**config.mk**
```make
export PLATFORM = sky130hd
export DESIGN_NAME = partition_fit_allocator_unit
export DESIGN_NICKNAME = d
export VERILOG_FILES = /design/src/design/pfa_pkg.sv /design/src/design/pfa_table.sv /design/src/design/pfa_fit_unit.sv /design/src/design/partition_fit_allocator_unit.sv
export SDC_FILE = /design/constraint.sdc
export NUM_CORES = 1
export LEC_CHECK = 0
export BUFFER_PORTS_ARGS = -buffer_cell sky130_fd_sc_hd__buf_2
export CORE_ASPECT_RATIO = 1.75
export CORE_MARGIN = 4
export CORE_UTILIZATION = 30
export DETAILED_ROUTE_END_ITERATION = 6
export GPL_ROUTABILITY_DRIVEN = 0
export SLEW_MARGIN = 10
export SYNTH_ARGS = -nofsm -noshare
export SYNTH_HDL_FRONTEND = slang
export SYNTH_SLANG_ARGS = --single-unit
```
**constraint.sdc**
```tcl
create_clock -name clk -period 9.9 [get_ports clk]
set_clock_uncertainty 0.2 [all_clocks]
set_input_delay 1.98 -clock clk [delete_from_list [all_inputs] [get_ports clk]]
set_output_delay 1.98 -clock clk [all_outputs]
set_load 0.02 [all_outputs]
```
**src/design/pfa_pkg.sv**
```systemverilog
`timescale 1ns / 1ps
package pfa_pkg;

  localparam int NUM_PARTS = 16;
  localparam int SIZE_BITS = 16;
  localparam int IDX_W     = $clog2(NUM_PARTS);
  localparam int CNT_W     = $clog2(NUM_PARTS + 1);
  localparam int SUM_W     = 20;
  localparam int CFG_IDX_W = 1;
  localparam int CFG_DAT_W = 5;

  localparam logic [SUM_W-1:0] SUM_MAX = {SUM_W{1'b1}};

  localparam logic REQ_LOAD  = 1'b0;
  localparam logic REQ_ALLOC = 1'b1;

  localparam logic [CFG_IDX_W-1:0] CFG_FIT_POLICY    = 1'b0;
  localparam logic [CFG_IDX_W-1:0] CFG_BLOCKS_IN_USE = 1'b1;

  typedef enum logic [1:0] {
    POL_BEST  = 2'd0,
    POL_FIRST = 2'd1,
    POL_WORST = 2'd2,
    POL_NEXT  = 2'd3
  } fit_policy_t;

  typedef enum logic [1:0] {
    ST_IDLE,
    ST_MOD,
    ST_SCAN,
    ST_FINISH
  } pfa_state_t;

  typedef struct packed {
    logic        req_type;
    logic [3:0]  part_index;
    logic [15:0] req_size;
  } in_word_t;

  typedef struct packed {
    logic        granted;
    logic [3:0]  granted_index;
    logic [15:0] leftover;
    logic [19:0] internal_frag_total;
    logic [19:0] free_total;
    logic        external_frag;
    logic        external_frag_seen;
  } out_word_t;

  typedef struct packed {
    logic                 size_we;
    logic                 used_we;
    logic [IDX_W-1:0]     wr_index;
    logic [SIZE_BITS-1:0] wr_size;
  } tbl_cmd_t;

  typedef struct packed {
    logic                 fits;
    logic                 take;
    logic [SIZE_BITS-1:0] leftover;
  } fit_res_t;

endpackage

```
**src/design/pfa_table.sv**
```systemverilog
`timescale 1ns / 1ps
module pfa_table
  import pfa_pkg::*;
(
  input  logic                 clk,
  input  logic                 rst_n,
  input  tbl_cmd_t             cmd,
  input  logic [IDX_W-1:0]     rd_index,
  output logic [SIZE_BITS-1:0] rd_size,
  output logic                 rd_used
);

  logic [SIZE_BITS-1:0] part_size_r [NUM_PARTS];
  logic [NUM_PARTS-1:0] part_used_r;

  always_ff @(posedge clk) begin
    if (!rst_n) begin
      for (int i = 0; i < NUM_PARTS; i++) begin
        part_size_r[i] <= '0;
      end
      part_used_r <= '0;
    end else begin
      if (cmd.size_we) begin
        part_size_r[cmd.wr_index] <= cmd.wr_size;
      end
      if (cmd.used_we) begin
        part_used_r[cmd.wr_index] <= 1'b1;
      end
    end
  end

  assign rd_size = part_size_r[rd_index];
  assign rd_used = part_used_r[rd_index];

endmodule

```
**src/design/pfa_fit_unit.sv**
```systemverilog
`timescale 1ns / 1ps
module pfa_fit_unit
  import pfa_pkg::*;
(
  input  fit_policy_t          policy,
  input  logic [SIZE_BITS-1:0] entry_size,
  input  logic                 entry_used,
  input  logic [SIZE_BITS-1:0] req_size,
  input  logic                 have_pick,
  input  logic [SIZE_BITS-1:0] pick_left,
  output fit_res_t             res
);

  logic [SIZE_BITS-1:0] diff;
  logic                 fits;
  logic                 better;

  assign diff = entry_size - req_size;
  assign fits = !entry_used && (entry_size >= req_size);

  always_comb begin
    case (policy)
      POL_BEST:  better = diff < pick_left;
      POL_WORST: better = diff > pick_left;
      default:   better = 1'b0;
    endcase
  end

  assign res.fits     = fits;
  assign res.take     = fits && (!have_pick || better);
  assign res.leftover = diff;

endmodule

```
**src/design/partition_fit_allocator_unit.sv**
```systemverilog
`timescale 1ns / 1ps
// channel  ports                                 direction  word
// input    in_valid, in_stall, in_data           in         in_word_t
// result   out_valid, out_stall, out_data        out        out_word_t
// config   cfg_valid, cfg_ready, cfg_index/data  in         policy, scan count
//
// load: accepted in ST_IDLE, written to the table on commit in ST_FINISH
// allocate: accepted in ST_IDLE, then the partition scan in ST_SCAN (n = scan count, one entry a cycle
//   through the shared fit unit), then commit in ST_FINISH; next fit first reduces its start in ST_MOD
// first and next fit stop at the first fitting entry
// reset is synchronous; the table clears in the reset cycle itself
// the result register holds a word under out_stall; commit waits for it to drain
module partition_fit_allocator_unit
  import pfa_pkg::*;
(
  input  logic                 clk,
  input  logic                 rst_n,
  input  logic                 in_valid,
  output logic                 in_stall,
  input  in_word_t             in_data,
  output logic                 out_valid,
  input  logic                 out_stall,
  output out_word_t            out_data,
  input  logic                 cfg_valid,
  output logic                 cfg_ready,
  input  logic [CFG_IDX_W-1:0] cfg_index,
  input  logic [CFG_DAT_W-1:0] cfg_data
);

  pfa_state_t           state_r, state_nxt;
  in_word_t             req_r, req_nxt;
  logic [CNT_W-1:0]     n_r, n_nxt;
  logic [CNT_W-1:0]     cnt_r, cnt_nxt;
  logic [IDX_W-1:0]     pos_r, pos_nxt;
  logic                 found_r, found_nxt;
  logic [IDX_W-1:0]     pick_r, pick_nxt;
  logic [SIZE_BITS-1:0] pick_left_r, pick_left_nxt;
  logic [IDX_W-1:0]     next_start_r, next_start_nxt;
  logic [SUM_W-1:0]     frag_sum_r, frag_sum_nxt;
  logic [SUM_W-1:0]     free_sum_r, free_sum_nxt;
  logic                 ext_seen_r, ext_seen_nxt;
  fit_policy_t          policy_r;
  logic [CFG_DAT_W-1:0] blocks_r;
  logic                 out_valid_r, out_valid_nxt;
  out_word_t            out_data_r, out_data_nxt;

  tbl_cmd_t             tbl_cmd;
  logic [SIZE_BITS-1:0] rd_size;
  logic                 rd_used;
  fit_res_t             fit;
  logic [CNT_W-1:0]     n_calc;
  logic [SUM_W:0]       free_add;
  logic [SUM_W:0]       frag_add;
  logic                 ext_flag;
  logic                 commit;

  pfa_table u_table (
    .clk      (clk),
    .rst_n    (rst_n),
    .cmd      (tbl_cmd),
    .rd_index (pos_r),
    .rd_size  (rd_size),
    .rd_used  (rd_used)
  );

  pfa_fit_unit u_fit (
    .policy     (policy_r),
    .entry_size (rd_size),
    .entry_used (rd_used),
    .req_size   (req_r.req_size),
    .have_pick  (found_r),
    .pick_left  (pick_left_r),
    .res        (fit)
  );

  assign cfg_ready = 1'b1;
  assign in_stall  = (state_r != ST_IDLE);
  assign out_valid = out_valid_r;
  assign out_data  = out_data_r;

  assign n_calc   = (blocks_r > CFG_DAT_W'(NUM_PARTS)) ? CNT_W'(NUM_PARTS)
                                                        : CNT_W'(blocks_r);
  assign free_add = {1'b0, free_sum_r} + (SUM_W + 1)'(req_r.req_size);
  assign frag_add = {1'b0, frag_sum_r} + (SUM_W + 1)'(pick_left_r);
  assign ext_flag = free_sum_r > SUM_W'(req_r.req_size);
  assign commit   = (state_r == ST_FINISH) && (!out_valid_r || !out_stall);

  always_ff @(posedge clk) begin
    if (!rst_n) begin
      policy_r <= POL_BEST;
      blocks_r <= CFG_DAT_W'(16);
    end else if (cfg_valid && cfg_ready) begin
      case (cfg_index)
        CFG_FIT_POLICY:    policy_r <= fit_policy_t'(cfg_data[1:0]);
        CFG_BLOCKS_IN_USE: blocks_r <= cfg_data;
        default:           ;
      endcase
    end
  end

  always_ff @(posedge clk) begin
    if (!rst_n) begin
      state_r      <= ST_IDLE;
      found_r      <= 1'b0;
      next_start_r <= '0;
      frag_sum_r   <= '0;
      free_sum_r   <= '0;
      ext_seen_r   <= 1'b0;
      out_valid_r  <= 1'b0;
    end else begin
      state_r      <= state_nxt;
      found_r      <= found_nxt;
      next_start_r <= next_start_nxt;
      frag_sum_r   <= frag_sum_nxt;
      free_sum_r   <= free_sum_nxt;
      ext_seen_r   <= ext_seen_nxt;
      out_valid_r  <= out_valid_nxt;
    end
  end

  always_ff @(posedge clk) begin
    req_r       <= req_nxt;
    n_r         <= n_nxt;
    cnt_r       <= cnt_nxt;
    pos_r       <= pos_nxt;
    pick_r      <= pick_nxt;
    pick_left_r <= pick_left_nxt;
    out_data_r  <= out_data_nxt;
  end

  always_comb begin
    state_nxt      = state_r;
    req_nxt        = req_r;
    n_nxt          = n_r;
    cnt_nxt        = cnt_r;
    pos_nxt        = pos_r;
    found_nxt      = found_r;
    pick_nxt       = pick_r;
    pick_left_nxt  = pick_left_r;
    next_start_nxt = next_start_r;
    frag_sum_nxt   = frag_sum_r;
    free_sum_nxt   = free_sum_r;
    ext_seen_nxt   = ext_seen_r;
    out_valid_nxt  = out_valid_r && out_stall;
    out_data_nxt   = out_data_r;
    tbl_cmd        = '0;

    case (state_r)
      ST_IDLE: begin
        if (in_valid) begin
          req_nxt   = in_data;
          found_nxt = 1'b0;
          cnt_nxt   = '0;
          n_nxt     = n_calc;
          pos_nxt   = '0;
          if (in_data.req_type == REQ_LOAD || n_calc == '0) begin
            state_nxt = ST_FINISH;
          end else if (policy_r == POL_NEXT) begin
            pos_nxt   = next_start_r;
            state_nxt = ST_MOD;
          end else begin
            state_nxt = ST_SCAN;
          end
        end
      end

      // next fit start: reduce next_start modulo the scan count
      ST_MOD: begin
        if (CNT_W'(pos_r) >= n_r) begin
          pos_nxt = IDX_W'(CNT_W'(pos_r) - n_r);
        end else begin
          state_nxt = ST_SCAN;
        end
      end

      ST_SCAN: begin
        if (fit.take) begin
          found_nxt     = 1'b1;
          pick_nxt      = pos_r;
          pick_left_nxt = fit.leftover;
        end
        cnt_nxt = cnt_r + 1'b1;
        pos_nxt = (CNT_W'(pos_r) + 1'b1 == n_r) ? '0 : pos_r + 1'b1;
        if ((cnt_r + 1'b1 == n_r) ||
            (fit.fits && (policy_r == POL_FIRST || policy_r == POL_NEXT))) begin
          state_nxt = ST_FINISH;
        end
      end

      ST_FINISH: begin
        if (commit) begin
          out_data_nxt = '0;
          if (req_r.req_type == REQ_LOAD) begin
            tbl_cmd.size_we  = 1'b1;
            tbl_cmd.wr_index = IDX_W'(req_r.part_index);
            tbl_cmd.wr_size  = req_r.req_size;
            free_sum_nxt     = free_add[SUM_W] ? SUM_MAX : free_add[SUM_W-1:0];
          end else if (found_r) begin
            tbl_cmd.used_we  = 1'b1;
            tbl_cmd.wr_index = pick_r;
            frag_sum_nxt     = frag_add[SUM_W] ? SUM_MAX : frag_add[SUM_W-1:0];
            free_sum_nxt     = ext_flag ? free_sum_r - SUM_W'(req_r.req_size) : '0;
            if (policy_r == POL_NEXT) begin
              next_start_nxt = (CNT_W'(pick_r) + 1'b1 == n_r) ? '0 : pick_r + 1'b1;
            end
            out_data_nxt.granted       = 1'b1;
            out_data_nxt.granted_index = 4'(pick_r);
            out_data_nxt.leftover      = 16'(pick_left_r);
          end else begin
            ext_seen_nxt               = ext_seen_r | ext_flag;
            out_data_nxt.external_frag = ext_flag;
          end
          out_data_nxt.internal_frag_total = frag_sum_nxt;
          out_data_nxt.free_total          = free_sum_nxt;
          out_data_nxt.external_frag_seen  = ext_seen_nxt;
          out_valid_nxt = 1'b1;
          state_nxt     = ST_IDLE;
        end
      end

      default: begin
        state_nxt = ST_IDLE;
      end
    endcase
  end

  a_word_from_commit: assert property (@(posedge clk) disable iff (!rst_n)
    $rose(out_valid_r) |-> $past(state_r == ST_FINISH))
    else $error("result word appeared without a commit");

  a_refusal_clean: assert property (@(posedge clk) disable iff (!rst_n)
    (out_valid_r && !out_data_r.granted) |->
      (out_data_r.granted_index == '0 && out_data_r.leftover == '0))
    else $error("refused request carries a partition");

  a_scan_in_range: assert property (@(posedge clk) disable iff (!rst_n)
    (state_r == ST_SCAN) |-> (CNT_W'(pos_r) < n_r && cnt_r < n_r))
    else $error("scan position outside scanned range");

  a_ext_sticky: assert property (@(posedge clk) disable iff (!rst_n)
    (out_valid_r && out_data_r.external_frag) |-> out_data_r.external_frag_seen)
    else $error("external fragmentation not recorded");

  a_no_overwrite: assert property (@(posedge clk) disable iff (!rst_n)
    (out_valid_r && out_stall) |=> $stable(out_data_r))
    else $error("held result word overwritten");

endmodule

```
* Word-level counts from Yosys, hierarchy flattened *
Memory sizes are Yosys's and may differ from the RTL's. A register that Yosys moved wholly into a read port is not among the register bits.
Index checks and enable logic that the tools add are counted.

storage, ports and cells
  register bits after elaboration = 190
  output and inout port bits = 66
  memory bits (writable) = 256
  word-level logic and storage cells = 151
  memories = 1

cells by class
  bitwise gates (word level) = 5
  reduce and logical (&&, ||, !) cells = 34
  $lt $le $gt $ge = 9
  mux-type cells = 52
  equality and inequality tests = 15
  add/sub/neg operators = 10

memory list
  memory               depth  bits a word  read ports  clocked after Yosys merged registers in  write ports  RTL line         RTL
  u_table.part_size_r  16     16           1           1                                        16           pfa_table.sv:13  logic [SIZE_BITS-1:0] part_size_r [NUM_PARTS];

operator list
  operator             number
  $mux 20              7
  $mux 22              2
  $add 20x16->21       2
  $mux 4               9
  $mux 16              2
  $mux 21              1
  $gt 20x16->1         1
  $sub 20x16->20       1
  $ge 16x16->1         1
  $gt 16x16->1         1
  $lt 16x16->1         1
  $or 16x16->16        1
  $reduce_or 16->1     1
  $sub 16x16->16       1
  $eq 5x5->1           3
  $mux 1               15
  $mux 5               3
  $reduce_and 2->1     7
  $mux 2               6
  $ne 2x2->1 const B   6
  $pmux 4 s3           1
  $add 4x1->5 const B  2
  $lt 4x5->1 const B   2
  $pmux 5 s2           1
  25 further kinds     48

* Longest topological paths before layout *
Gate-level depths: netlist of the first run.

  depth after elaboration = 10
  gate-level depth with buffers = 23

* Modules after synthesis *
Synthesis of the first run repeated with hierarchy kept, for this count alone.

unflattened totals
  cells, all modules = 2018
  area, all modules = 23727.8 um2

by module, submodules not included
  module                        cells each  area each (um2)  times used  seq. area each (um2)
  pfa_table                     793         12288.0          1           8007.7
  partition_fit_allocator_unit  1039        10167.3          1           4664.5
  pfa_fit_unit                  186         1272.5           1           0.0

* Worst setup path after synthesis of the first run *
OpenSTA, ideal clock, no wires.

  path type = register to register
  from = register (tool-made name)
  to = register pick_left_r[0], enable pin
  setup slack = 2577 ps
  data arrival time = 6692 ps
  data required time = 9269 ps
  cell stages (with the launch flop) = 22
  buffers on the path = 2
  clock period less this slack = 7323 ps
  cells stage by stage = dfxtp_1 -> buf_2 -> buf_1 -> mux4_2 -> mux4_2 -> ha_1 -> nor2b_1 -> o21ai_0 -> a21oi_1 -> o41ai_1 -> nor3_1 -> a2111oi_2 -> a21oi_1 -> xor2_1 -> ha_1 -> nand4_1 -> nor2_1 -> nand3_1 -> o21bai_1 -> nand4_1 -> o311ai_0 -> a221oi_1

RTL lines
  item                    RTL line                             RTL
  end signal: assignment  partition_fit_allocator_unit.sv:127  pick_left_r <= pick_left_nxt;
  end: declaration        partition_fit_allocator_unit.sv:37   logic [SIZE_BITS-1:0] pick_left_r, pick_left_nxt;

==> results of run 1 <==
==> path summary, 6_finish.rpt <==
| kind | startpoint | end | slack [ns] |
|---|---|---|---|
| min | ext_seen_r | ext_seen_r | 0.27 |
| max reg2reg | flop | pick_left_r[14] | 2.79 |
| min reg2reg | ext_seen_r | ext_seen_r | 0.27 |
| max | flop | pick_left_r[14] | 2.79 |
==> per-stage QoR <==
stage / worst slack (ns) / total power, mW / cells / utilization
6_report: 2.79 / 6.02 / 3049 / 0.339
4_1_cts: 2.68 / 6.05 / 3046 / 0.339
3_3_place_gp: 2.93 / 4.49 / 2978 / 0.323
3_5_place_dp: 2.71 / 4.54 / 2978 / 0.323
2_1_floorplan: 2.58 / 3.94 / 1971 / -
5_1_grt: 2.18 / 6.33 / 3046 / 0.339
==> layout by cell type, fill, tap and decap left out, types with 20 or more instances in the layout <==
master	count
nand3_1	33
nor2_1	160
ha_1	91
edfxtp_1	374
nand2_1	91
o21ai_0	70
dfxtp_1	74
xnor2_1	49
a21oi_1	100
inv_1	62
mux4_2	82
xor2_1	20
clkbuf_16	39
buf_4	38
nor3_1	282
buf_2	96
==> power breakdown <==
group          total (mW)  switching (mW)  internal [mW]
clock                1.51           0.705          0.804
combinational        2.08            1.27          0.805
sequential           2.43           0.156           2.28
==> flip-flops by register name, summed over array words and instances, names as in the netlist, named ones only <==
name,count
out_data,63
pick_r,4
cnt_r,5
out_valid,1
u_table.part_size_r,256
u_table.part_used_r,16
policy_r,2
req_r,21
frag_sum_r,20
found_r,1
next_start_r,4
blocks_r,5
pick_left_r,16
n_r,5
state_r,2
ext_seen_r,1
pos_r,4
free_sum_r,20
==> final cells by class <==
class | count | area, sq um | area share
Clock buffer | 48 | 1040 | 0.0402
Inverter | 81 | 307 | 0.0119
Tap cell | 1020 | 1280 | 0.0494
Sequential cell | 450 | 12800 | 0.493
Timing Repair Buffer | 135 | 786 | 0.0304
Multi-Input combinational cell | 1292 | 9510 | 0.368
Clock inverter | 20 | 170 | 0.00658
Antenna cell | 3 | 7.51 | 0.000290
==> worst min-delay path: cells and delay by family, from the launching register on <==
kind             cells  cell delay [ns]
AO/OA/AOI/OAI        1             0.04
flip-flops           1             0.33
AND/OR/NAND/NOR      1             0.07
==> logic make-up (layout without fill, tap and decap cells) <==
family,after synthesis,count (layout),share of synthesized area
compound gates,365,365,0.104
xor+xnor,69,69,0.0262
fa+ha+maj,96,96,0.0536
buf+inv,229,284,0.0391
flops,450,450,0.552
mux,93,93,0.0871
other cells,1,4,0.000162
simple gates,668,668,0.138
==> routing by layer <==
| layer | vias up | track usage | part of all wire |
|---|---|---|---|
| li1 | 7493 | - | - |
| met1 | 7995 | 0.155 | 0.34 |
| met2 | 575 | 0.300 | 0.55 |
| met3 | 169 | 0.0183 | 0.045 |
| met4 | 2 | 0.0826 | 0.058 |
| met5 | - | 0 | 0.00020 |
==> flow_metrics.tcl, run 1 <==
set metrics [dict create \
    crit_buf_inv 4 \
    clkTransAtPathRegs_ns 0.07 \
    grt_max_degree 69 \
    grt_pass1_vias 16744 \
    first_pass_iters 7 \
    die_area_sq_um 81700 \
    start_util 0.303 \
    place_hpwl_mm 46.0 \
    worstPathMaxFanout 44 \
    setup_viol_count_final 0 \
    antenna_found_initial 4 \
    finalCriticalPeriod_ns 7.11 \
    cap_violations 0 \
    setup_tns_ns 0 \
    synth_top_area_frac 0.486 \
    fmax_ghz 0.141 \
    cp_cell_sequence "buf_4 -> mux4_2 -> mux4_2 -> inv_1 -> ha_1 -> inv_1 -> fa_1 -> nand3_1 -> a21oi_1 -> o21a_1 -> o21a_1 -> or4_1 -> a31o_2 -> a21oi_1 -> xnor2_1 -> ha_1 -> nand4_1 -> nor2_1 -> nand3_1 -> o21bai_1 -> nand4_1 -> o311ai_0 -> a221oi_2 -> buf_4" \
    ys_top_cells_by_area "edfxtp_1 (49%), mux4_2 (8.0%), dfxtp_1 (6.6%), nor3_1 (6.1%), ha_1 (4.9%)" \
    crit_slowest_cell "buf_4" \
    hold_violations 0 \
    ctsResizeCount 0 \
    p_leak_nw 8.94 \
    nNetsFinal 2126 \
    syn_area_per_cell_sq_um 11.7 \
    fp.coreArea_sq_um 76300 \
    cp-start-kind "flop" \
    routed_wl_mm 64.0 \
    grt-ovfl-total 0 \
    postRouteAntennaNets 0 \
    path_class "reg2reg" \
    synth_top_cell_by_area "edfxtp_1" \
    cts_buffer_depth 3 \
    fin_crit_sh 0.718 \
    async_flop_share 0 \
    ys_seq_area_frac 0.552 \
    ys_dominant_reg_cell "edfxtp_1" \
    htree_levels 2 \
    die_w_um 218 \
    clk_latency_ns 0.57 \
    drive_gt1_frac 0.162 \
    syn_to_final_growth_pct 11.9 \
    die_h_um 375 \
    numCtsBuffers 38 \
    whs_path_depth 2 \
    slew_headroom 0.141 \
    cpPeakStageDelay_ns 0.76 \
    postPlaceCellArea_sq_um 24600 \
    grt_pass1_wl_mm 98.2 \
    synth_cell_types 79 \
    portBuffers 96 \
    powerDensity_nw_per_um2 233 \
    vias_per_cell 5.32 \
    reg2reg_depth 24 \
    vdd_drop_max_v 0.000110 \
    worstMarginPinSlew_ns 1.28 \
    arrival_ns 7.15 \
    synth_common_cells "edfxtp_1 (374), nor3_1 (282), nor2_1 (161)" \
    ios 98 \
    track_usage 0.153 \
    post_cts_buffers 0 \
    yosysWarnings 0 \
    hold_buffers 0 \
    fin_area_sq_um 25900 \
    fillCellCount 7454 \
    wl_per_cell_um 21.0 \
    clkSinkCount 450 \
    cts_tree "done" \
    end_kind "flop" \
    ys_seq_elements 450 \
    rsz0062_at_grt "false" \
    drc 0 \
    critical_path_required_ns 9.94 \
    cp.depth 24 \
    outcome "completed" \
    timing.hold.ws_ns 0.266 \
    rows 134 \
    cpLargestDelayFamily "compound AO/OA/AOI/OAI gates" \
    syn-cell-area_sq_um 23100 \
    vias 16234 \
    synth-edff-count 374 \
    syn_inst 1971 \
    synth_nets 2099 \
    synth.most_common_cell "edfxtp_1" \
    root_buffer "clkbuf_16" \
    dr.first_iter.drc_count 1255 \
    hp-class "reg2reg" \
    final_max_slew_viol_count 0 \
]
Note: power is estimated with default switching activity, not from simulation.
==> run 2, diff against run 1 <==
==> constraint.sdc (replaced) <==
create_clock -name clk -period 5.95 [get_ports clk]
set_clock_uncertainty 0.2 [all_clocks]
set_input_delay 1.19 -clock clk [delete_from_list [all_inputs] [get_ports clk]]
set_output_delay 1.19 -clock clk [all_outputs]
set_load 0.02 [all_outputs]
==> run 2 against run 1 <==
Compared with the run above:
- clock power up 75%
- critical path type unchanged
- total power up 81%
- flip-flop and latch count unchanged
- utilization up 1.6 points
- via count up 4.8%
- die area unchanged
- count of clock-buffer cells in the layout up 1
==> flow_metrics.tcl, run 2 (synthesis gave the netlist of run 1 again) <==
set metrics [dict create \
    outcome "completed" \
    first_pass_iters 7 \
    worstPathMaxFanout 5 \
    vias_per_cell 5.41 \
    fillCellCount 7376 \
    postPlaceCellArea_sq_um 25200 \
    grt_util_met2 0.321 \
    fmax_ghz 0.170 \
    final_max_slew_viol_count 0 \
    layout_commonest_cell "edfxtp_1" \
    hp-class "reg2reg" \
    fin_crit_sh 0.987 \
    nNetsFinal 2219 \
    p_clk_frac 0.243 \
    dr.first_iter.drc_count 1332 \
    p_leak_nw 9.54 \
    place_hpwl_mm 51.0 \
    die_h_um 375 \
    path_class "reg2reg" \
    p_comb_frac 0.386 \
    grt_pass1_wl_mm 107 \
    hold_buffers 0 \
    numCtsBuffers 39 \
    largest_reg_flops 256 \
    rsz0062_at_grt "true" \
    setup_viol_count_final 0 \
    fin_cells 3142 \
    layout_common_cells "edfxtp_1 (374), nor3_1 (281), nor2_1 (159)" \
    cts_tree "done" \
    vias 17012 \
    use_met3 0.0187 \
    die_w_um 218 \
    grt-ovfl-total 0 \
    grt_max_degree 61 \
    crit_slowest_cell "mux4_2" \
    reg2reg_depth 25 \
    intPower_mw 7.02 \
    ios 98 \
    top_register "u_table.part_size_r" \
    clkTransAtPathRegs_ns 0.07 \
    end_kind "flop" \
    die_area_sq_um 81700 \
    vdd_drop_max_v 0.000198 \
    syn_to_final_growth_pct 17.3 \
    arrival_ns 5.97 \
    htree_levels 2 \
    worstReg2RegEnd "pick_left_r[5]" \
    finalCriticalPeriod_ns 5.87 \
    antenna_found_initial 1 \
    drive_gt1_frac 0.212 \
    p_sw_mw 3.86 \
    grt_pass1_vias 17311 \
    fp.coreArea_sq_um 76300 \
    cp-start-kind "flop" \
    grtUsageMet1 0.174 \
    critical_path_required_ns 6.05 \
    cp_common_cell "o21a_1" \
    clk_latency_ns 0.57 \
    top_usage_layer "met2" \
    reg2reg_slack_ns 0.08 \
    swShare 0.355 \
    rows 134 \
    postRouteAntennaNets 0 \
    cp-endpoint "pick_left_r[5]" \
    cap_violations 0 \
    hold_violations 0 \
    wl_per_cell_um 22.5 \
    whs_path_depth 2 \
    place_inst 3033 \
    routed_wl_mm 70.8 \
    cts_buffer_depth 3 \
    powerDensity_nw_per_um2 401 \
    track_usage 0.169 \
    power_frac_seq 0.371 \
    start_util 0.303 \
    portBuffers 96 \
    worstMarginPinSlew_ns 1.10 \
    fin_area_sq_um 27100 \
    root_buffer "clkbuf_16" \
    setup_tns_ns 0 \
    clkSinkCount 450 \
    drc 0 \
    slew_headroom 0.261 \
    cpPeakStageDelay_ns 0.49 \
]
run 2: cell types whose count changed in the layout (fill, tap and decap cells not counted), moves of 4 or more:
cell / before / now
a21oi_1: 100 / 95
buf_12: 1 / 13
buf_16: 0 / 4
buf_4: 38 / 111
ha_1: 91 / 83
ha_4: 0 / 6
run 2: how the worst min path moves through the flow:
stage                               to                    start  slack [ns]
6_report                    ext_seen_r               ext_seen_r        0.26
5_1_grt        u_table.part_used_r[13]  u_table.part_used_r[13]        0.29
4_1_cts        u_table.part_used_r[13]  u_table.part_used_r[13]        0.27
3_5_place_dp                ext_seen_r               ext_seen_r        0.25
3_3_place_gp                ext_seen_r               ext_seen_r        0.24
2_1_floorplan   u_table.part_used_r[5]   u_table.part_used_r[5]        0.23
run 2: critical path, delay by kind of cell, from the launching register on:
family	cells	cell delay [ns]
DFF	1	0.39
muxes	2	0.96
and+or+nand+nor	5	0.83
adders and majority gates	3	0.77
buffers and inverters	6	0.76
AOI/OAI and AO/OA	8	1.53
xor gates and xnor gates	1	0.14
run 2: metal layers:
metal  up-vias  part of all wire
met5         -                 0
met4         0             0.071
met1      8436              0.34
met3       223             0.049
met2       677              0.54
li1       7676                 -
run 2: power groups by stage:
stage / clock (mW) / combinational [mW] / sequential (mW)
finish: 2.64 / 4.20 / 4.03
global route: 2.80 / 4.54 / 4.06
CTS: 2.67 / 3.89 / 4.03
detailed placement: 0 / 3.76 / 4.10
global placement: 0 / 3.68 / 4.09
floorplan: 0 / 2.55 / 4.04
run 2: area by class of cell:
type / instances / area [sq um] / share of cell area
diodes: 1 / 2.50 / 0.0000924
inverters: 81 / 307 / 0.0113
clock buffers: 49 / 1060 / 0.0393
clock inverters: 22 / 228 / 0.00840
repair buffers: 227 / 1730 / 0.0639
flip-flops and latches: 450 / 12800 / 0.471
multi-input cells: 1292 / 9730 / 0.359
well taps: 1020 / 1280 / 0.0471
run 2: metrics by stage:
stage                     worst slack [ns]  utilization  hold slack [ns]  power [mW]
after CTS                          0.00123        0.350            0.268        10.6
after global routing                -0.112        0.355            0.286        11.4
after global placement             -0.0199        0.330            0.241        7.78
after detailed placement           -0.0395        0.330            0.250        7.86
after floorplan                     0.0325            -            0.228        6.59
final                               0.0773        0.355            0.264        10.9
run 2: what timing repair did:
item                       in CTS  in global routing
setup endpoints to repair      20                 20
gates resized for setup        18                 29
pin swaps                       5                 19
buffers inserted               11                 23
cloned                          2                  1
==> run 3, diff against run 2 <==
--- a/config.mk
+++ b/config.mk
@@ -9,6 +9,7 @@
 export CORE_ASPECT_RATIO = 1.75
 export CORE_MARGIN = 4
 export CORE_UTILIZATION = 30
+export CTS_BUF_LIST = sky130_fd_sc_hd__clkbuf_8
 export DETAILED_ROUTE_END_ITERATION = 6
 export GPL_ROUTABILITY_DRIVEN = 0
 export SLEW_MARGIN = 10
==> constraint.sdc (replaced) <==
create_clock -name clk -period 6.4 [get_ports clk]
set_clock_uncertainty 0.2 [all_clocks]
set_input_delay 1.28 -clock clk [delete_from_list [all_inputs] [get_ports clk]]
set_output_delay 1.28 -clock clk [all_outputs]
set_load 0.02 [all_outputs]
==> run 3 against run 2 <==
Compared with the run above:
- hold slack better by 0.0079 ns
- clock power down 18%
- count of clock-buffer cells in the layout up 15
- maximum frequency down 3.8%
- flip-flop and latch count unchanged
- combinational power down 20%
- sequential power down 6.7%
- routed wire length down 5.4%
- total power down 15%
- utilization down 1.2 points
- critical endpoint is now pick_r[3]
- highest routed layer is now met5
==> flow_metrics.tcl, run 3 (synthesis gave the netlist of run 1 again) <==
set metrics [dict create \
    outcome "completed" \
    clk_latency_ns 0.67 \
    rsz0062_at_grt "false" \
    end_kind "flop" \
    fmax_ghz 0.164 \
    setup_tns_ns 0 \
    postRouteAntennaNets 0 \
    cts_buffer_depth 3 \
    hold_violations 0 \
    cts_tree "done" \
    place_hpwl_mm 47.8 \
    whs_path_depth 2 \
    layout_common_cells "edfxtp_1 (374), nor3_1 (282), nor2_1 (160)" \
    reg2reg_depth 21 \
    track_usage 0.159 \
    wl_per_cell_um 21.4 \
    cp_cell_sequence "buf_4 -> mux4_2 -> mux4_2 -> ha_1 -> a21oi_1 -> a21oi_1 -> o21a_1 -> o21a_1 -> or4_1 -> a31o_2 -> a21oi_1 -> xnor2_1 -> ha_1 -> nand4_1 -> nor2_1 -> nand3_1 -> o21bai_1 -> nand4_1 -> o311ai_0 -> a221oi_4 -> buf_12" \
    powerDensity_nw_per_um2 355 \
    p_leak_nw 9.22 \
    arrival_ns 6.28 \
    critical_path_required_ns 6.57 \
    clkSinkCount 450 \
    root_buffer "clkbuf_8" \
    largest_reg_flops 256 \
    vdd_drop_max_v 0.000150 \
    start_util 0.303 \
    rows 134 \
    top_register "u_table.part_size_r" \
    portBuffers 96 \
    die_h_um 375 \
    antenna_found_initial 5 \
    routed_wl_mm 66.9 \
    grt-ovfl-total 0 \
    ios 98 \
    vias_per_cell 5.32 \
    dr.first_iter.drc_count 1251 \
    die_w_um 218 \
    setup_viol_count_final 0 \
    finalCriticalPeriod_ns 6.10 \
    grt_pass1_wl_mm 101 \
    path_class "reg2reg" \
    grt_pass1_vias 17212 \
    nNetsFinal 2182 \
    die_area_sq_um 81700 \
    final_max_slew_viol_count 0 \
    vias 16641 \
    cp-start-kind "flop" \
    drive_gt1_frac 0.184 \
    crit_slowest_cell "dfxtp_2" \
    timing.hold.ws_ns 0.271 \
    fin_crit_sh 0.953 \
    htree_levels 2 \
    clkTransAtPathRegs_ns 0.07 \
    worstMarginPinSlew_ns 1.33 \
    fillCellCount 7475 \
    cp_common_cell "a21oi_1" \
    cap_violations 0 \
    grt_max_degree 73 \
    slew_headroom 0.106 \
    syn_to_final_growth_pct 13.2 \
    drc 0 \
    worstPathMaxFanout 20 \
    layout_commonest_cell "edfxtp_1" \
    cpPeakStageDelay_ns 0.62 \
    first_pass_iters 7 \
    numCtsBuffers 59 \
    fp.coreArea_sq_um 76300 \
    hp-class "reg2reg" \
]
-- run 3: cell types whose count changed in the layout (fill, tap and decap cells not counted), moves of 6 or more --
cell | before | now
buf_12 | 13 | 2
inv_1 | 60 | 82
clkbuf_1 | 6 | 0
clkbuf_16 | 41 | 1
clkinv_1 | 19 | 25
ha_1 | 83 | 91
buf_4 | 111 | 69
ha_4 | 6 | 0
clkbuf_8 | 3 | 64
-- run 3: worst max-delay path: cells and delay by family, from the launching register on --
family                   cells  cell delay (ns)
flip-flops                   1             0.62
multiplexers                 2             0.84
buffers and inverters        2             0.47
adder cells (fa/ha/maj)      2             0.71
AND/OR/NAND/NOR              5             0.88
XOR/XNOR                     1             0.11
AO/OA/AOI/OAI                9             1.92
-- run 3: stage by stage --
step,power (mW),cells,worst slack (ns),utilization,cell area [sq um]
finish,9.28,3127,0.298,0.343,26200
global route,9.77,3124,0.00175,0.343,26100
CTS,9.27,3113,0.148,0.341,26000
detailed placement,7.11,3003,0.183,0.326,24800
global placement,7.02,3003,0.249,0.326,24800
floorplan,6.10,1971,0.00346,-,23100
-- run 3: report_power, final --
group | internal, mW | switching (mW)
sequential | 3.52 | 0.234
combinational | 1.34 | 2.02
clock | 1.05 | 1.11
total | 5.91 | 3.37
-- run 3: worst paths after layout --
| check | slack [ns] | to | from |
|---|---|---|---|
| hold reg to reg | 0.27 | ext_seen_r | ext_seen_r |
| setup reg to reg | 0.30 | pick_r[3] | flop |
| hold / removal | 0.27 | ext_seen_r | ext_seen_r |
| setup / recovery | 0.30 | pick_r[3] | flop |
-- run 3: area by class of cell --
type	instances	area (sq um)	area share
Clock inverter	46	298	0.0114
Inverter	81	305	0.0117
Clock buffer	64	881	0.0337
Multi-Input combinational cell	1292	9520	0.364
Tap cell	1020	1280	0.0488
Sequential cell	450	12800	0.488
Antenna cell	4	10.0	0.000383
Timing Repair Buffer	170	1100	0.0421
-- run 3: layer usage --
layer | up-vias | routed length (um) | GRT usage | part of all wire
met3 | 201 | 2900 | 0.0197 | 0.043
met1 | 8262 | 23200 | 0.161 | 0.35
met5 | - | 13 | 0 | 0.00019
met2 | 572 | 36600 | 0.306 | 0.55
li1 | 7604 | - | - | -
met4 | 2 | 4260 | 0.0908 | 0.064
-- run 3: timing repair --
| action | in CTS | in global routing |
|---|---|---|
| hold buffers | 0 | 0 |
| buffers inserted | 0 | 9 |
| setup endpoints to repair | 0 | 20 |
| gates resized for setup | 0 | 2 |
